==> src/design/mcq_pkg.sv <==
// Shared constants, types and control codes of the min-conflicts queen step unit.
package mcq_pkg;

  localparam int MAX_QUEENS_DEF = 64;
  localparam logic [6:0] BOARD_SIZE_RST = 7'd8;
  localparam int TOTAL_MAX = 8191;
  localparam int LOAD_BIAS = 3;
  localparam int RAND_W = 16;

  typedef enum logic [1:0] {
    LINE_HOLD,
    LINE_INC,
    LINE_DEC
  } line_op_t;

  typedef enum logic [3:0] {
    S_IDLE,
    S_CSCAN,
    S_CMOD,
    S_RSCAN,
    S_RMOD,
    S_PRDQ,
    S_PRDL,
    S_PRMV,
    S_PARD,
    S_PADD,
    S_REPORT
  } state_t;

endpackage

==> src/design/mcq_lines.sv <==
// Row and diagonal queen-count memories with read-modify-write and a clear sweep.
module mcq_lines #(
  parameter int MAX_QUEENS = mcq_pkg::MAX_QUEENS_DEF
) (
  input  logic                                   clk,
  input  logic                                   rst,
  output logic                                   clearing,
  input  logic [$clog2(MAX_QUEENS)-1:0]          rd_col,
  input  logic [$clog2(MAX_QUEENS)-1:0]          rd_row,
  output logic [$clog2(3*MAX_QUEENS+1)-1:0]      rd_sum,
  input  mcq_pkg::line_op_t                      op
);
  import mcq_pkg::*;

  localparam int QW = $clog2(MAX_QUEENS);
  localparam int CW = $clog2(MAX_QUEENS + 1);
  localparam int DD = 2 * MAX_QUEENS - 1;
  localparam int DW = $clog2(DD);
  localparam int SW = $clog2(3 * MAX_QUEENS + 1);

  logic [CW-1:0] row_mem  [MAX_QUEENS];
  logic [CW-1:0] fall_mem [DD];
  logic [CW-1:0] rise_mem [DD];

  logic [CW-1:0] row_q, fall_q, rise_q;
  logic [QW-1:0] row_a;
  logic [DW-1:0] fall_a, rise_a;
  logic [DW-1:0] clr_idx;

  logic [DW-1:0] fidx, ridx;
  logic          row_we, diag_we;
  logic [QW-1:0] row_wa;
  logic [DW-1:0] fall_wa, rise_wa;
  logic [CW-1:0] row_wd, fall_wd, rise_wd;

  assign fidx = DW'(rd_col) + DW'(MAX_QUEENS - 1) - DW'(rd_row);
  assign ridx = DW'(rd_col) + DW'(rd_row);

  always_comb begin
    if (clearing) begin
      row_we  = (32'(clr_idx) < MAX_QUEENS);
      diag_we = 1'b1;
      row_wa  = clr_idx[QW-1:0];
      fall_wa = clr_idx;
      rise_wa = clr_idx;
      row_wd  = '0;
      fall_wd = '0;
      rise_wd = '0;
    end else begin
      row_we  = (op != LINE_HOLD);
      diag_we = (op != LINE_HOLD);
      row_wa  = row_a;
      fall_wa = fall_a;
      rise_wa = rise_a;
      if (op == LINE_INC) begin
        row_wd  = row_q + CW'(1);
        fall_wd = fall_q + CW'(1);
        rise_wd = rise_q + CW'(1);
      end else begin
        row_wd  = row_q - CW'(1);
        fall_wd = fall_q - CW'(1);
        rise_wd = rise_q - CW'(1);
      end
    end
  end

  always_ff @(posedge clk) begin
    if (row_we) begin
      row_mem[row_wa] <= row_wd;
    end
    if (diag_we) begin
      fall_mem[fall_wa] <= fall_wd;
      rise_mem[rise_wa] <= rise_wd;
    end
    row_q  <= row_mem[rd_row];
    fall_q <= fall_mem[fidx];
    rise_q <= rise_mem[ridx];
    row_a  <= rd_row;
    fall_a <= fidx;
    rise_a <= ridx;
  end

  // Sweep all row and diagonal entries once after reset.
  always_ff @(posedge clk) begin
    if (rst) begin
      clearing <= 1'b1;
      clr_idx  <= '0;
    end else if (clearing) begin
      if (clr_idx == DW'(DD - 1)) begin
        clearing <= 1'b0;
      end
      clr_idx <= clr_idx + DW'(1);
    end
  end

  assign rd_sum = SW'(row_q) + SW'(fall_q) + SW'(rise_q);

endmodule

==> src/design/mcq_board.sv <==
// Queen row memory and placed flags, one entry per column.
module mcq_board #(
  parameter int MAX_QUEENS = mcq_pkg::MAX_QUEENS_DEF
) (
  input  logic                          clk,
  input  logic                          rst,
  input  logic [$clog2(MAX_QUEENS)-1:0] rd_col,
  output logic [$clog2(MAX_QUEENS)-1:0] rd_row,
  output logic                          rd_placed,
  input  logic                          wr_en,
  input  logic [$clog2(MAX_QUEENS)-1:0] wr_col,
  input  logic [$clog2(MAX_QUEENS)-1:0] wr_row
);
  import mcq_pkg::*;

  localparam int QW = $clog2(MAX_QUEENS);

  logic [QW-1:0]         qrow_mem [MAX_QUEENS];
  logic [MAX_QUEENS-1:0] placed;

  always_ff @(posedge clk) begin
    if (wr_en) begin
      qrow_mem[wr_col] <= wr_row;
    end
    rd_row <= qrow_mem[rd_col];
  end

  always_ff @(posedge clk) begin
    if (rst) begin
      placed    <= '0;
      rd_placed <= 1'b0;
    end else begin
      if (wr_en) begin
        placed[wr_col] <= 1'b1;
      end
      rd_placed <= placed[rd_col];
    end
  end

endmodule

==> src/design/mcq_mod.sv <==
// Bit-serial remainder of a random word by a tie count, one bit per cycle.
module mcq_mod #(
  parameter int MAX_QUEENS = mcq_pkg::MAX_QUEENS_DEF
) (
  input  logic                            clk,
  input  logic                            rst,
  input  logic                            start,
  input  logic [mcq_pkg::RAND_W-1:0]      dividend,
  input  logic [$clog2(MAX_QUEENS+1)-1:0] divisor,
  output logic                            done,
  output logic [$clog2(MAX_QUEENS+1)-1:0] rem
);
  import mcq_pkg::*;

  localparam int NW = $clog2(MAX_QUEENS + 1);
  localparam int KW = $clog2(RAND_W);

  logic          busy;
  logic [KW-1:0] cnt;
  logic [RAND_W-1:0] dvd;
  logic [NW-1:0] dsr;
  logic [NW:0]   rem_sh;
  logic [NW-1:0] rem_next;

  assign rem_sh   = {rem, dvd[RAND_W-1]};
  assign rem_next = (rem_sh >= {1'b0, dsr}) ? NW'(rem_sh - {1'b0, dsr}) : NW'(rem_sh);

  always_ff @(posedge clk) begin
    if (rst) begin
      busy <= 1'b0;
      done <= 1'b0;
      cnt  <= '0;
    end else begin
      done <= 1'b0;
      if (start) begin
        busy <= 1'b1;
        cnt  <= '0;
      end else if (busy) begin
        cnt <= cnt + KW'(1);
        if (cnt == KW'(RAND_W - 1)) begin
          busy <= 1'b0;
          done <= 1'b1;
        end
      end
    end
  end

  always_ff @(posedge clk) begin
    if (start) begin
      rem <= '0;
      dvd <= dividend;
      dsr <= divisor;
    end else if (busy) begin
      rem <= rem_next;
      dvd <= dvd << 1;
    end
  end

endmodule

==> src/design/min_conflicts_queen_solver_step_unit.sv <==
// Min-conflicts N-queens step unit: board memories, scan sequencer and result port.
// Place: accepted at start; strobe follows the move states (only report if out of range).
// Step: a column pass, a remainder run, a second column pass, then the same for rows,
//   then the move states PRDQ to PADD and the report; it reports after the first column
//   pass if no column below N holds a queen. Scans walk one entry a cycle.
// One item at a time; done pulses one cycle per item and cannot be held off.
// Synchronous reset; busy stays high while the counts clear.
module min_conflicts_queen_solver_step_unit #(
  parameter int MAX_QUEENS = mcq_pkg::MAX_QUEENS_DEF
) (
  input  logic        clk,
  input  logic        rst,
  input  logic        start,
  output logic        busy,
  input  logic        cmd,
  input  logic [5:0]  column,
  input  logic [5:0]  row,
  input  logic [15:0] rand_col,
  input  logic [15:0] rand_row,
  output logic        done,
  output logic [5:0]  moved_column,
  output logic [5:0]  moved_row,
  output logic [12:0] total_conflicts,
  output logic        solved,
  input  logic        cfg_we,
  input  logic [6:0]  cfg_wdata
);
  import mcq_pkg::*;

  localparam int QW = $clog2(MAX_QUEENS);
  localparam int NW = $clog2(MAX_QUEENS + 1);
  localparam int SW = $clog2(3 * MAX_QUEENS + 1);
  localparam int TW = $clog2(MAX_QUEENS * MAX_QUEENS) + 1;

  state_t state, state_next;

  // configuration and item registers
  logic [6:0]  board_size;
  logic [QW-1:0] tcol, trow, pick;
  logic [5:0]  ocol, orow;
  logic [15:0] rc, rr;
  logic [TW-1:0] total;

  // scan bookkeeping
  logic          pass2, found;
  logic [NW-1:0] idx, ties, k;
  logic [SW-1:0] best;
  logic          v1, v2;
  logic [QW-1:0] c1, c2;
  logic          bd_placed_d;

  // memory and helper ports
  logic          clearing;
  logic [QW-1:0] bd_addr, bd_row;
  logic          bd_placed, bd_we;
  logic [QW-1:0] ln_col, ln_row;
  logic [SW-1:0] ln_sum;
  line_op_t      ln_op;
  logic          m_start, m_done;
  logic [NW-1:0] m_rem;
  logic [15:0]   m_dvd;

  logic [NW-1:0] n_lim;
  logic          accept, in_range, issue, scan_end;
  logic [SW-1:0] load;

  assign n_lim    = (32'(board_size) > MAX_QUEENS) ? NW'(MAX_QUEENS) : NW'(board_size);
  assign accept   = start && !busy;
  assign in_range = (32'(column) < MAX_QUEENS) && (32'(row) < MAX_QUEENS);
  assign busy     = clearing || (state != S_IDLE);
  assign load     = (ln_sum > SW'(LOAD_BIAS)) ? ln_sum - SW'(LOAD_BIAS) : '0;
  assign m_dvd    = (state == S_CSCAN) ? rc : rr;

  mcq_board #(.MAX_QUEENS(MAX_QUEENS)) u_board (
    .clk(clk), .rst(rst),
    .rd_col(bd_addr), .rd_row(bd_row), .rd_placed(bd_placed),
    .wr_en(bd_we), .wr_col(tcol), .wr_row(trow)
  );

  mcq_lines #(.MAX_QUEENS(MAX_QUEENS)) u_lines (
    .clk(clk), .rst(rst), .clearing(clearing),
    .rd_col(ln_col), .rd_row(ln_row), .rd_sum(ln_sum), .op(ln_op)
  );

  mcq_mod #(.MAX_QUEENS(MAX_QUEENS)) u_mod (
    .clk(clk), .rst(rst), .start(m_start),
    .dividend(m_dvd), .divisor(ties), .done(m_done), .rem(m_rem)
  );

  // next state
  always_comb begin
    state_next = state;
    unique case (state)
      S_IDLE: begin
        if (accept) begin
          if (cmd) state_next = S_CSCAN;
          else if (in_range) state_next = S_PRDQ;
          else state_next = S_REPORT;
        end
      end
      S_CSCAN: begin
        if (scan_end) begin
          if (pass2) state_next = S_RSCAN;
          else if (ties == '0) state_next = S_REPORT;
          else state_next = S_CMOD;
        end
      end
      S_CMOD:   if (m_done) state_next = S_CSCAN;
      S_RSCAN: begin
        if (scan_end) state_next = pass2 ? S_PRDQ : S_RMOD;
      end
      S_RMOD:   if (m_done) state_next = S_RSCAN;
      S_PRDQ:   state_next = S_PRDL;
      S_PRDL:   state_next = S_PRMV;
      S_PRMV:   state_next = S_PARD;
      S_PARD:   state_next = S_PADD;
      S_PADD:   state_next = S_REPORT;
      S_REPORT: state_next = S_IDLE;
      default:  state_next = S_IDLE;
    endcase
  end

  // memory addressing and strobes
  always_comb begin
    issue    = ((state == S_CSCAN) || (state == S_RSCAN)) && (idx < n_lim);
    scan_end = !issue && !v1 && !v2;
    bd_addr  = (state == S_CSCAN) ? idx[QW-1:0] : tcol;
    bd_we    = (state == S_PADD);
    m_start  = 1'b0;
    ln_op    = LINE_HOLD;
    ln_col   = tcol;
    ln_row   = trow;
    unique case (state)
      S_CSCAN: begin
        ln_col  = c1;
        ln_row  = bd_row;
        m_start = scan_end && !pass2 && (ties != '0);
      end
      S_RSCAN: begin
        ln_col  = pick;
        ln_row  = idx[QW-1:0];
        m_start = scan_end && !pass2;
      end
      S_PRDL: begin
        ln_row = bd_row;
      end
      S_PRMV: begin
        ln_row = bd_row;
        if (bd_placed) ln_op = LINE_DEC;
      end
      S_PADD: begin
        ln_op = LINE_INC;
      end
      default: begin
        ln_op = LINE_HOLD;
      end
    endcase
  end

  // control registers
  always_ff @(posedge clk) begin
    if (rst) begin
      state      <= S_IDLE;
      board_size <= BOARD_SIZE_RST;
      total      <= '0;
      done       <= 1'b0;
      v1         <= 1'b0;
      v2         <= 1'b0;
      pass2      <= 1'b0;
      found      <= 1'b0;
    end else begin
      state <= state_next;
      done  <= (state == S_REPORT);
      if (cfg_we) board_size <= cfg_wdata;
      // advance the scan pipeline: board read then counts in column passes
      v1 <= (state == S_CSCAN) && issue;
      v2 <= (state == S_CSCAN) ? v1 : ((state == S_RSCAN) && issue);
      if (accept) begin
        pass2 <= 1'b0;
        found <= 1'b0;
      end else if (m_done) begin
        pass2 <= 1'b1;
        found <= 1'b0;
      end else if ((state == S_CSCAN || state == S_RSCAN) && scan_end && pass2) begin
        pass2 <= 1'b0;
      end else if (v2 && pass2 && !found && k == '0) begin
        if ((state == S_CSCAN && bd_placed_d && load == best) ||
            (state == S_RSCAN && ln_sum == best)) begin
          found <= 1'b1;
        end
      end
      if (state == S_PRMV && bd_placed) begin
        total <= total - TW'(ln_sum) + TW'(LOAD_BIAS);
      end else if (state == S_PADD) begin
        total <= total + TW'(ln_sum);
      end
    end
  end

  // placed flag of the column whose counts arrive this cycle
  always_ff @(posedge clk) begin
    bd_placed_d <= bd_placed;
  end

  // payload registers
  always_ff @(posedge clk) begin
    if (accept) begin
      tcol <= QW'(column);
      trow <= QW'(row);
      rc   <= rand_col;
      rr   <= rand_row;
      ocol <= cmd ? 6'd0 : column;
      orow <= cmd ? 6'd0 : row;
      idx  <= '0;
      ties <= '0;
      best <= '0;
    end
    if (issue) idx <= idx + NW'(1);
    c1 <= idx[QW-1:0];
    c2 <= (state == S_CSCAN) ? c1 : idx[QW-1:0];
    if (m_done) k <= m_rem;

    if (state == S_CSCAN && v2 && bd_placed_d) begin
      if (!pass2) begin
        if (ties == '0 || load > best) begin
          best <= load;
          ties <= NW'(1);
        end else if (load == best) begin
          ties <= ties + NW'(1);
        end
      end else if (!found && load == best) begin
        if (k == '0) pick <= c2;
        else k <= k - NW'(1);
      end
    end
    if (state == S_RSCAN && v2) begin
      if (!pass2) begin
        if (ties == '0 || ln_sum < best) begin
          best <= ln_sum;
          ties <= NW'(1);
        end else if (ln_sum == best) begin
          ties <= ties + NW'(1);
        end
      end else if (!found && ln_sum == best) begin
        if (k == '0) trow <= c2;
        else k <= k - NW'(1);
      end
    end
    // reset the pass bookkeeping when a scan drains
    if ((state == S_CSCAN || state == S_RSCAN) && scan_end) begin
      idx <= '0;
      if (pass2) begin
        best <= '0;
        ties <= '0;
      end
    end
    if (state == S_RSCAN && scan_end && pass2) begin
      tcol <= pick;
      ocol <= 6'(pick);
      orow <= 6'(trow);
    end
    if (state == S_REPORT) begin
      moved_column    <= ocol;
      moved_row       <= orow;
      total_conflicts <= (32'(total) > TOTAL_MAX) ? 13'(TOTAL_MAX) : 13'(total);
      solved          <= (total == '0);
    end
  end

  a_accept_busy: assert property (@(posedge clk) disable iff (rst)
    (start && !busy) |=> busy)
    else $error("accepted beat did not raise busy");

  a_done_pulse: assert property (@(posedge clk) disable iff (rst)
    done |=> !done)
    else $error("result strobe longer than one cycle");

  a_move_report: assert property (@(posedge clk) disable iff (rst)
    (state == S_PADD) |=> (state == S_REPORT))
    else $error("queen move did not end in a report");

  a_clear_busy: assert property (@(posedge clk) disable iff (rst)
    clearing |-> (busy && state == S_IDLE))
    else $error("item taken during count clear");

endmodule
==> config.mk <==
export PLATFORM = sky130hd
export DESIGN_NAME = min_conflicts_queen_solver_step_unit
export DESIGN_NICKNAME = d
export VERILOG_FILES = /design/src/design/mcq_pkg.sv /design/src/design/mcq_lines.sv /design/src/design/mcq_board.sv /design/src/design/mcq_mod.sv /design/src/design/min_conflicts_queen_solver_step_unit.sv
export SDC_FILE = /design/constraint.sdc
export NUM_CORES = 2
export LEC_CHECK = 0
export BUFFER_PORTS_ARGS = -buffer_cell sky130_fd_sc_hd__buf_2
export CORE_ASPECT_RATIO = 0.5
export CORE_MARGIN = 4
export CORE_UTILIZATION = 50
export CTS_CLUSTER_DIAMETER = 100
export DETAILED_ROUTE_END_ITERATION = 7
export PLACE_DENSITY_LB_ADDON = 0.12
export SYNTH_ARGS = -nofsm -noshare
export SYNTH_HDL_FRONTEND = slang
export SYNTH_SLANG_ARGS = --single-unit
==> constraint.sdc <==
create_clock -name clk -period 9.6 [get_ports clk]
set_clock_uncertainty 0.05 [all_clocks]
set_input_delay 1.44 -clock clk [delete_from_list [all_inputs] [get_ports clk]]
set_output_delay 1.44 -clock clk [all_outputs]
set_load 0.01 [all_outputs]
**After elaboration in Yosys (flattened, before gate mapping)**

Memories as Yosys holds them, arrays and structs flattened. A register that Yosys moved wholly into a read port is not among the register bits.
Index checks and enable logic that the tools add are counted.

- RAM bits: 2,610
- Output and inout port bits: 28
- Register bits after elaboration: 288
- Logic and storage cells: 252
- Input bits: 56
- Memories kept: 4

Memories:

| name | depth | width | read ports | clocked after memory_dff | wr ports | line | RTL |
|---|---|---|---|---|---|---|---|
| u_lines.fall_mem | 127 | 7 | 1 | 1 | 1 | mcq_lines.sv:22 | `logic [CW-1:0] fall_mem [DD];` |
| u_lines.rise_mem | 127 | 7 | 1 | 1 | 1 | mcq_lines.sv:23 | `logic [CW-1:0] rise_mem [DD];` |
| u_lines.row_mem | 64 | 7 | 1 | 1 | 1 | mcq_lines.sv:21 | `logic [CW-1:0] row_mem [MAX_QUEENS];` |
| u_board.qrow_mem | 64 | 6 | 1 | 1 | 1 | mcq_board.sv:18 | `logic [QW-1:0] qrow_mem [MAX_QUEENS];` |

- Eq/ne operators: 20
- Add/subtract/negate cells: 21
- Bitwise operators: 3
- Mux-type cells: 99
- Reduce and logical (&&, ||, !) cells: 56
- $lt $le $gt $ge: 10

Operators with widths:

| cell | count |
|---|---|
| 2-to-1 mux 7 bit | 32 |
| 2-to-1 mux 6 bit | 16 |
| 2-to-1 mux 8 bit | 10 |
| bitwise OR 64 bit | 1 |
| 2-to-1 mux 16 bit | 3 |
| adder 7 x 1 -> 7 bit (second input constant) | 6 |
| case mux 4 bit (10 select lines) | 1 |
| 2-to-1 mux 4 bit | 7 |
| subtractor 7 x 1 -> 7 bit (second input constant) | 4 |
| 2-to-1 mux 13 bit | 2 |
| logical AND 1 bit | 25 |
| case mux 6 bit (2 select lines) | 2 |
| 2-to-1 mux 1 bit | 20 |
| equality test 4 x 3 -> 1 bit (second input constant) | 4 |
| equality test 4 bit (second input constant) | 4 |
| equality test 8 bit | 2 |
| logical NOT 7 bit | 2 |
| less-than comparator 6 x 7 -> 1 bit (second input constant) | 2 |
| adder 13 x 2 -> 13 bit (second input constant) | 1 |
| adder 13 x 8 -> 13 bit | 1 |
| logical NOT 13 bit | 1 |
| subtractor 13 x 8 -> 13 bit | 1 |
| nonzero test 2 bit | 6 |
| OR reduction 3 bit | 3 |
| other kinds (38) | 53 |

**Longest topological paths before layout**

- Word-level depth: 15
- Depth in mapped cells: 24
- Depth with buffers taken out: 23

**By module**

From an unflattened synthesis, not the netlist that was laid out.

- Cells, all modules: 6,353
- Area, all modules: 117,781.7 um2

Modules (own cells, without submodules):

| module | area an instance (um2) | times used | cells each | sequential area each (um2) |
|---|---|---|---|---|
| mcq_lines | 90,067.6 | 1 | 4,419 | 67,825.0 |
| mcq_board | 17,488.0 | 1 | 957 | 12,952.4 |
| min_conflicts_queen_solver_step_unit | 8,376.8 | 1 | 815 | 4,003.8 |
| mcq_mod | 1,849.3 | 1 | 162 | 950.9 |

**Worst setup path before layout**

Ideal clock, no wire load.

- Path kind: reg-to-reg
- From: reg state[2]
- To: mem u_lines.fall_mem[0][2] (netlist name) (data pin)
- Period minus slack after synthesis: 8.094 ns
- Path slack: 1.506 ns
- Data arrival time: 6.899 ns
- Required time: 8.405 ns
- Stages on the path, launching flop included: 9
- Library setup time: 1.145 ns
- Path buffers: 3
- Cells stage by stage: dfxtp_1 -> buf_2 -> buf_2 -> nor2_1 -> nand3_1 -> clkbuf_1 -> ha_1 -> nor2b_1 -> nor3_1

- Longest elaborated chain between the ends: 5
- Elaborated cells between the ends (all ways): 6
- Classes of those cells: eq/ne: 3; mux: 3

Ends and longest elaborated chain:

| what | line | RTL |
|---|---|---|
| from (decl) | min_conflicts_queen_solver_step_unit.sv:35 | `state_t state, state_next;` |
| from (signal assigned) | min_conflicts_queen_solver_step_unit.sv:172 | `state <= state_next;` |
| equality test 4 bit / equality test 4 x 3 -> 1 bit (equally long branches) | min_conflicts_queen_solver_step_unit.sv:133 | `unique case (state)` |
| case mux 2 bit (2 select lines) (*) | min_conflicts_queen_solver_step_unit.sv:133 |  |
| equality test 2 x 1 -> 1 bit (*) | mcq_lines.sv:55 | `if (op == LINE_INC) begin` |
| 2-to-1 mux 7 bit (*) | mcq_lines.sv:55 |  |
| 2-to-1 mux 7 bit (*) | mcq_lines.sv:40 | `if (clearing) begin` |
| via u_lines.fall_wd[2] | mcq_lines.sv:34 | `logic [CW-1:0] row_wd, fall_wd, rise_wd;` |
| to (decl) | mcq_lines.sv:22 |  |

Mark *: on every way through the listed nets, which the timed path passes. The rest lies on a longest branch.

**Worst setup path after layout**

- From: reg state[0]
- To: reg u_lines.fall_q[0], read port of u_lines.fall_mem

- Longest elaborated chain between the ends: 4
- Elaborated cells between the ends (all ways): 9
- Classes of those cells: add/sub: 2; eq/ne: 4; mux: 2; reduce/logical: 1

Ends and longest elaborated chain:

| what | line | RTL |
|---|---|---|
| equality test 4 x 2 -> 1 bit (tied with other cells) | min_conflicts_queen_solver_step_unit.sv:133 |  |
| case mux 6 bit (2 select lines) / OR reduction 3 bit (equally long branches) | n/a |  |
| adder 6 x 6 -> 7 bit / case mux 6 bit (2 select lines) (equally long branches) | mcq_lines.sv:36, min_conflicts_queen_solver_step_unit.sv:133 |  |
| subtractor 7 x 6 -> 7 bit (*) | mcq_lines.sv:36 | `assign fidx = DW'(rd_col) + DW'(MAX_QUEENS - 1) - DW'(rd_row);` |
| to (decl) | mcq_lines.sv:25 | `logic [CW-1:0] row_q, fall_q, rise_q;` |

Mark *: on every way between the ends. The rest lies on a longest branch, timed or not.
A chain may end at the register's enable or synchronous reset.

==> results.md <==
- Comb pwr share: 0.304
- Number of nets in the finished design: 6879
- Antenna diode count: 0
- Maximum clock frequency: 0.130 GHz
- Utilization of the core after routing: 0.558
- Capture point of the worst reg-to-reg path: u_lines.fall_q[0]
- Port Buffer Count: 83
- Min-Delay Path Class: flop to flop
- Origin of the critical flop-to-flop path: state[0]
- Proportion of total power due to net switching: 0.320
- Post-Route Hold Slack: 378 ps
- Yosys top cell by area: edfxtp_1
- Row count: 125
- Avg Synthesized Cell Area: 17.8 µm²
- Setup TNS after final layout: 0 ps
- Die area: 0.244 mm²
- Count of antenna-violating nets left after detailed routing: 0
- Required time of the worst setup path: 10280 ps
- Total power divided by cell area: 272 mW/mm²
- Worst hold path depth: 0
- HPWL Detailed: 177000 µm
- VDD IR-drop max: 440 µV
- Sequential element share of the synthesized area: 0.728
- CP arrival: 8380 ps
- Hold-fix buffer count after cts: 0
- Post CTS Setup Buffer Count: 0
- Count of cells along the worst register-to-register path: 12
- Final min period: 7700 ps
- Sequential Power Share: 0.401
- Total core area: 0.233 mm²
- Clock transition at the register clock pins on the worst setup and hold paths after CTS: 70 ps
- Synth top area cells: edfxtp_1, mux4_2, dfxtp_1
- Post-synth EDFFs: 2715
- TritonCTS clock tree: done
- Post-layout power: 35.4 mW
- Final number of max-transition violations: 0
- Reported leakage power: 38.8 nW
- Status: completed
- DRC viols: 0
- Clock latency of the later-clocked register in the worst-skew pair: 850 ps
- Leading register cell type out of synthesis: edfxtp_1
- Routed length per instance: 28.8 µm
- Actual transition at the worst max-transition pin: 1290 ps
- Most frequent cells in the layout: edfxtp_1, mux4_2, nor2_1, nand2_1, clkbuf_16
- Grt ovf: 0
- Routing layer with the top usage in global route: met2
- Nets in the synthesized netlist: 6776
- Total GRT Usage: 0.236
- Post-DR vias/cell: 6.14
- Buffer type at the clock tree root: clkbuf_16
- Post-synthesis cell type count: 86
- Worst-case hold path end point: moved_row[1]
- Final cycle utilization of the critical path: 0.802
- Total Wirelength: 289000 µm
- Fraction of final layout cells with drive strength greater than 1: 0.197
- PostCTS Resize Cnt: 0
- M1 GR Usage: 0.331
- Launching element type of the critical path: flop
- Max Cap Viol: 0
- Deepest clock path buffer count: 4
- Number of detailed-routing iterations run before antenna repair: 6
- Share of async-settable or async-resettable flops after synthesis: 0
- GRT met3 Usage: 0.0443
- Fraction of power consumed by the clock network: 0.295
- IO Count: 84
- Effective utilization at floorplan: 0.505
- Overall die width: 694 µm
- Vias after detailed routing: 61.5k
- Initial antenna violation count: 5
- Hold wc startpoint: orow[1]
- Die extent in y: 351 µm
- Count of H-tree levels built during CTS: 5
- Critical path endpoint category: flop
- Cell area after synthesis: 0.118 mm²
- Met2 track demand over resource: 0.387
- Clk sink count: 2925
- Synth top area share: 0.692
- Number of hold-slack violations in the final timing report: 0
- Weighted congestion at the end of routability-driven global placement: 0.855
- First-pass GRT wire length: 424000 µm
- Worst slew slack as a fraction of its limit: 0.134
- Finish-stage setup viols: 0
- Number of buffers created by CTS: 268
- Slack of the worst reg-to-reg path: 1900 ps
- Largest net degree at the start of global routing: 125
- Most common cell after layout, fill and taps aside: edfxtp_1
- Yosys warning count: 0
- Via count of the first global-routing pass: 61.8k
- Internal power: 24.1 mW
- Synth Instances: 6603
- Area added between synthesis and finish: 10.6%
- Number of design-rule violations left by the first detailed-router iteration: 7071
- RSZ-0062 raised after global routing: no
- Post-synthesis register bit count: 2925
- Crit Path Category: flop to flop
- Maximum fanout count along the critical path: 124
- Sw power: 11.3 mW
-- cells in the mapped netlist, drive strengths merged (29+ instances only) --
library cell / number
a211oi: 45
a21o: 30
a21oi: 87
a31oi: 68
and2: 42
buf: 139
clkbuf: 214
dfxtp: 210
edfxtp: 2715
ha: 101
inv: 155
mux2: 72
mux2i: 69
mux4: 672
nand2: 479
nand2b: 29
nand3: 143
nand4: 89
nor2: 650
nor3: 31
o211a: 58
o211ai: 61
o21ai: 72
xnor2: 42
-- metrics by stage --
stage / instances / setup slack (ps) / instance area (µm²)
2_1_floorplan: 6603 / 1510 / 118000
3_3_place_gp: 9547 / 2060 / 122000
3_5_place_dp: 9547 / 1920 / 122000
4_1_cts: 10000 / 1910 / 130000
5_1_grt: 10000 / 1600 / 130000
6_report: 10000 / 1900 / 130000
-- worst max path at each step --
stage,slack (ps),startpoint,endpoint
global route,1600,state[0],u_lines.fall_q[0]
detailed placement,1920,state[0],u_lines.fall_q[0]
CTS,1910,state[0],u_lines.fall_q[0]
finish,1900,state[0],u_lines.fall_q[0]
global placement,2060,state[0],u_lines.fall_q[0]
floorplan,1510,state[2],u_lines.fall_mem[0][2]
-- worst max-delay path, cell delays in order, from the launching register on --
cell     delay [ps]
dfxtp_1         730
nand2_1         130
or4_2          1090
and3_4          730
inv_6           700
ha_1            340
inv_1           200
fa_4            950
buf_12          500
mux4_2          420
mux4_2          560
mux4_2          550
mux2_2          280
-- registers in the layout (all words and copies together), names as in the netlist, 8 cells and up --
signal and flops:
u_board.qrow_mem 384, u_lines.rise_mem 889, u_mod.dvd 16, rc 16, u_lines.fall_mem 889, best 8
u_board.placed 64, rr 16, total_conflicts 13, total 13, u_lines.row_mem 448
-- power by group through the flow --
stage          clock (mW)  combinational (mW)  sequential, mW
2_1_floorplan           0                7.77            14.3
3_3_place_gp            0                10.7            14.5
3_5_place_dp            0                10.9            14.5
4_1_cts              10.6                10.9            14.2
5_1_grt              11.2                11.6            14.2
6_report             10.4                10.8            14.2
-- layer usage --
metal  routed length, µm  part of all wire
met1              120000              0.42
met4                6580             0.023
met3               20700             0.072
met2              141000              0.49
met5                  13          0.000045
-- kinds of logic (layout without fill, tap and decap cells) --
logic type | count (synthesis) | in the layout | share of synthesized area
AND/OR/NAND/NOR | 1595 | 1595 | 0.0598
adder cells (fa/ha/maj) | 117 | 117 | 0.0134
multiplexers | 813 | 813 | 0.141
flip-flops | 2925 | 2925 | 0.728
buffers and inverters | 511 | 810 | 0.0180
XOR/XNOR | 57 | 57 | 0.00424
AO/OA/AOI/OAI | 585 | 585 | 0.0355
-- area by class of cell --
| type | instances | area [µm²] |
|---|---|---|
| clock buffers | 365 | 7450 |
| inverters | 158 | 598 |
| well taps | 3111 | 3890 |
| clock inverters | 101 | 938 |
| flip-flops and latches | 2925 | 85700 |
| multi-input cells | 3167 | 30300 |
| repair buffers | 186 | 1330 |
| fillers | 17700 | 103000 |
Power figures use the tool's default switching activity.
